<file path="config.mk">
export PLATFORM = sky130hd
export DESIGN_NAME = tpa_sqrt_chain
export DESIGN_NICKNAME = d
export VERILOG_FILES = /design/src/rtl/tpa_sqrt_cell.sv /design/src/rtl/tpa_sqrt_chain.sv
export SDC_FILE = /design/constraint.sdc
export NUM_CORES = 1
export LEC_CHECK = 0
export BUFFER_PORTS_ARGS = -buffer_cell sky130_fd_sc_hd__clkbuf_2
export CAP_MARGIN = 20
export CORE_UTILIZATION = 40
export CTS_CLUSTER_DIAMETER = 60
export DETAILED_ROUTE_END_ITERATION = 8
export HOLD_SLACK_MARGIN = 0.08
export PLACE_DENSITY = 0.62
export SYNTH_ARGS = -nofsm -noshare
export SYNTH_HDL_FRONTEND = slang
export SYNTH_SLANG_ARGS = --single-unit
export TNS_END_PERCENT = 1
</file>
<file path="constraint.sdc">
create_clock -name clk -period 2.6 [get_ports clk]
set_input_delay 0.13 -clock clk [delete_from_list [all_inputs] [get_ports clk]]
set_output_delay 0.13 -clock clk [all_outputs]
set_load 0.01 [all_outputs]
</file>
<file path="src/rtl/tpa_sqrt_cell.sv">
`timescale 1ns / 1ps
// one root bit per cell, restoring digit recurrence
module tpa_sqrt_cell #(
  parameter int LANES = 1,
  parameter int QW    = 8
) (
  input  logic                            clk,
  input  logic                            rst_n,
  input  logic                            v_i,
  input  logic [LANES-1:0][QW+1:0]        rem_i,
  input  logic [LANES-1:0][QW-1:0]        root_i,
  input  logic [LANES-1:0][2*QW-1:0]      rad_i,
  output logic                            v_o,
  output logic [LANES-1:0][QW+1:0]        rem_o,
  output logic [LANES-1:0][QW-1:0]        root_o,
  output logic [LANES-1:0][2*QW-1:0]      rad_o
);

  logic                       v_r;
  logic [LANES-1:0][QW+1:0]   rem_r, rem_nxt;
  logic [LANES-1:0][QW-1:0]   root_r, root_nxt;
  logic [LANES-1:0][2*QW-1:0] rad_r, rad_nxt;

  always_comb begin
    logic [QW+1:0] sh;
    logic [QW+1:0] trial;
    for (int i = 0; i < LANES; i++) begin
      sh    = {rem_i[i][QW-1:0], rad_i[i][2*QW-1 -: 2]};
      trial = {root_i[i], 2'b01};
      if (sh >= trial) begin
        rem_nxt[i]  = sh - trial;
        root_nxt[i] = {root_i[i][QW-2:0], 1'b1};
      end else begin
        rem_nxt[i]  = sh;
        root_nxt[i] = {root_i[i][QW-2:0], 1'b0};
      end
      rad_nxt[i] = {rad_i[i][2*QW-3:0], 2'b00};
    end
  end

  always_ff @(posedge clk) begin
    if (!rst_n) begin
      v_r <= 1'b0;
    end else begin
      v_r <= v_i;
    end
  end

  always_ff @(posedge clk) begin
    rem_r  <= rem_nxt;
    root_r <= root_nxt;
    rad_r  <= rad_nxt;
  end

  assign v_o    = v_r;
  assign rem_o  = rem_r;
  assign root_o = root_r;
  assign rad_o  = rad_r;

endmodule

</file>
<file path="src/rtl/tpa_sqrt_chain.sv">
`timescale 1ns / 1ps
// QW cells in a row, radicand of 2*QW bits, root of QW bits
module tpa_sqrt_chain #(
  parameter int LANES = 1,
  parameter int QW    = 8
) (
  input  logic                       clk,
  input  logic                       rst_n,
  input  logic                       v_i,
  input  logic [LANES-1:0][2*QW-1:0] rad_i,
  output logic                       v_o,
  output logic [LANES-1:0][QW-1:0]   root_o,
  output logic                       exact_o
);

  logic                       v_w    [QW+1];
  logic [LANES-1:0][QW+1:0]   rem_w  [QW+1];
  logic [LANES-1:0][QW-1:0]   root_w [QW+1];
  logic [LANES-1:0][2*QW-1:0] rad_w  [QW+1];

  assign v_w[0]    = v_i;
  assign rem_w[0]  = '0;
  assign root_w[0] = '0;
  assign rad_w[0]  = rad_i;

  for (genvar k = 0; k < QW; k++) begin : g_cell
    tpa_sqrt_cell #(.LANES(LANES), .QW(QW)) u_cell (
      .clk   (clk),
      .rst_n (rst_n),
      .v_i   (v_w[k]),
      .rem_i (rem_w[k]),
      .root_i(root_w[k]),
      .rad_i (rad_w[k]),
      .v_o   (v_w[k+1]),
      .rem_o (rem_w[k+1]),
      .root_o(root_w[k+1]),
      .rad_o (rad_w[k+1])
    );
  end

  assign v_o     = v_w[QW];
  assign root_o  = root_w[QW];
  // remainder zero on every lane: perfect square, and radicand fully consumed
  assign exact_o = (rem_w[QW] == '0) && (rad_w[QW] == '0);

endmodule

</file>
==> results_dict.tcl <==
set metrics [dict create \
    synth_cells 526 \
    grt_pass1_wl_um 15300 \
    fin_area_mm2 0.00686 \
    multi_input_area_mm2 0.00227 \
    p_per_area_mw_per_mm2 1110 \
    async_flop_share_pct 0 \
    wire_per_inst_um 11.6 \
    worst_slew_pin_slew_ns 0.538 \
    cts_max_level 4 \
    finalNonFillerCells 785 \
    postCtsHoldBufs 20 \
    io_pins 29 \
    clockBufferDepth 2 \
    finalMaxSlewViolations 0 \
    status "completed" \
    layout_min_cycle_time_ns 2.28 \
    antenna_found_initial 0 \
    ys_ff_latch 161 \
    drive_above_1_share_pct 14.0 \
    cp-end-kind "flip-flop" \
    yosysWarnings 0 \
    max_freq_mhz 439 \
    vias_per_cell 4.70 \
    antenna_cells 0 \
    numCtsBuffers 17 \
    relSlewSlack_pct 64.1 \
    dominantRegCellSynth "dfxtp_1" \
    cp-start-kind "flip-flop" \
    cts_setup_buffers 0 \
    ant_nets 0 \
    ys_seq_area_share_pct 56.5 \
    min_from "g_cell[5].u_cell.rad_o[12]$_DFF_P_" \
    vias 3688 \
    synth_edf_count 0 \
    drc 0 \
    cp_slowest_cell "or4b_1" \
    finalSetupViolations 0 \
    start_util_pct 41.1 \
    fillers 1239 \
    clock-sinks 161 \
    leakagePower_nw 3.24 \
    wl_um 9110 \
    drt_iter0_drc 122 \
    ctsResizeCount 0 \
    rows 43 \
    fin_ws_ns 0.320 \
    gp_congestion 0.869 \
    io_buffers 28 \
    synth_cell_type_count 48 \
    synth_area_leader_cell "dfxtp_1" \
    crit_start "g_cell[2].u_cell.root_o[0]$_DFF_P_" \
    fp.dieArea_mm2 0.0147 \
    netlist_area_mm2 0.00570 \
    yosysTopAreaCellShare_pct 56.5 \
    grt_max_degree 17 \
    timing.rr.start "g_cell[2].u_cell.root_o[0]$_DFF_P_" \
    maxCapViolCount 0 \
    finalHoldViolCount 0 \
    area_growth_pct 20.3 \
    cp_cell_sequence "inv_1 > ha_1 > nor2b_4 > o31a_1 > or4b_1 > mux2_4" \
    clk_pin_slew_ns 0.06 \
    cp_data_required_time_ns 2.91 \
    crit_type "flip-flop to flip-flop" \
    register_area_mm2 0.00322 \
    first_pass_iters 4 \
    final.period_utilization_pct 87.7 \
    dp_slack_ns 0.319 \
    worst_hold_slack_ns 0.323 \
    place_area_mm2 0.00606 \
    fin_skew_ns 0.0151 \
    grt_overflow 0 \
    fin_total_pwr_mw 7.65 \
    clock_latency_ns 0.42 \
    rsz0062_at_grt "no" \
    hpwl_um 6500 \
    critical_path.max_fanout 10 \
    avgSynthCellArea_um2 10.8 \
    root_buffer "clkbuf_16" \
    synth_area_leaders "dfxtp_1 (57%), ha_1 (9.2%), inv_1 (3.3%)" \
    vdd_drop_max_mv 0.490 \
    hp-class "flip-flop to flip-flop" \
    final_util_pct 49.4 \
    final_nets 653 \
    die_h_um 121 \
    dieWidth_um 121 \
    max_stage_delay_ns 0.68 \
    synth_nets 587 \
    tns_ns 0 \
    arrival_ns 2.59 \
    cts_tree "done" \
    core-area_mm2 0.0139 \
    dp.cells 733 \
    grtUsageTotal_pct 13.5 \
    grt_pass1_vias 3596 \
]
==> cell families after synthesis <==
family / share of synthesized area [%]
other: 0.0657
AO/OA/AOI/OAI: 9.65
XOR/XNOR: 4.76
flip-flops: 56.5
multiplexers: 4.17
AND/OR/NAND/NOR: 12.0
buffers and inverters: 3.66
adder cells (fa/ha/maj): 9.21
==> state kept, by name, indices dropped and copies added, names as in the netlist <==
signal,cells
g_cell.u_cell.rad_o,56
g_cell.u_cell.rem_o,61
g_cell.u_cell.root_o,36
g_cell.u_cell.v_o,8
==> cell type report <==
| type | count | share of cell area, % |
|---|---|---|
| multi-input combinational | 312 | 33.1 |
| clock inverter | 11 | 1.88 |
| tap | 180 | 3.28 |
| clock buffer | 21 | 6.86 |
| sequential | 161 | 47.0 |
| timing repair buffer | 50 | 5.18 |
| inverter | 50 | 2.73 |
==> metal layers <==
| metal | track usage (%) | wire length, µm | vias to the layer above |
|---|---|---|---|
| li1 | - | - | 1921 |
| met1 | 12.6 | 3680 | 1702 |
| met2 | 25.3 | 4950 | 52 |
| met3 | 4.84 | 312 | 13 |
| met4 | 7.18 | 159 | 0 |
| met5 | 0 | 0 | - |
==> critical path, delay by kind of cell, from the launching register on <==
kind | cells | cell delay, ns
multiplexers | 1 | 0.36
buffers and inverters | 1 | 0.05
adder cells (fa/ha/maj) | 1 | 0.34
AO/OA/AOI/OAI | 1 | 0.26
AND/OR/NAND/NOR | 2 | 0.83
flip-flops | 1 | 0.33
==> synthesized netlist by cell type (8+ instances only) <==
library cell,number
xnor2_1,17
mux2_2,14
o21ai_0,29
inv_1,50
a21oi_1,27
nor3_1,8
nand2b_1,14
o21a_1,10
xor2_1,14
nor2_1,26
and2_1,11
dfxtp_1,161
nand2_1,26
ha_1,42
==> where the power goes <==
group | switching [mW] | internal (mW)
sequential | 0.224 | 2.98
combinational | 1.03 | 0.971
clock | 0.956 | 1.50
total | 2.21 | 5.44
==> placed cells by master, fill, tap and decap left out, types with 10 or more instances in the layout <==
cell type and n:
o21ai_0 29, nand2b_1 14, clkbuf_2 28, a21oi_1 27, and2_1 11, nand2_1 26, mux2_2 14, xnor2_1 17
nor2_1 26, xor2_1 14, ha_1 42, dlygate4sd3_1 20, dfxtp_1 161, clkbuf_16 17, o21a_1 10, inv_1 50
==> path summary, 6_finish.rpt <==
kind,to,slack (ns),cells after the start
worst max-delay path,g_cell[3].u_cell.rem_o[4]$_DFF_P_,0.32,6
worst min-delay path,g_cell[6].u_cell.rad_o[14]$_DFF_P_,0.32,0
worst max register to register,g_cell[3].u_cell.rem_o[4]$_DFF_P_,0.32,6
worst min register to register,g_cell[6].u_cell.rad_o[14]$_DFF_P_,0.32,0
Power figures use the tool's default switching activity.
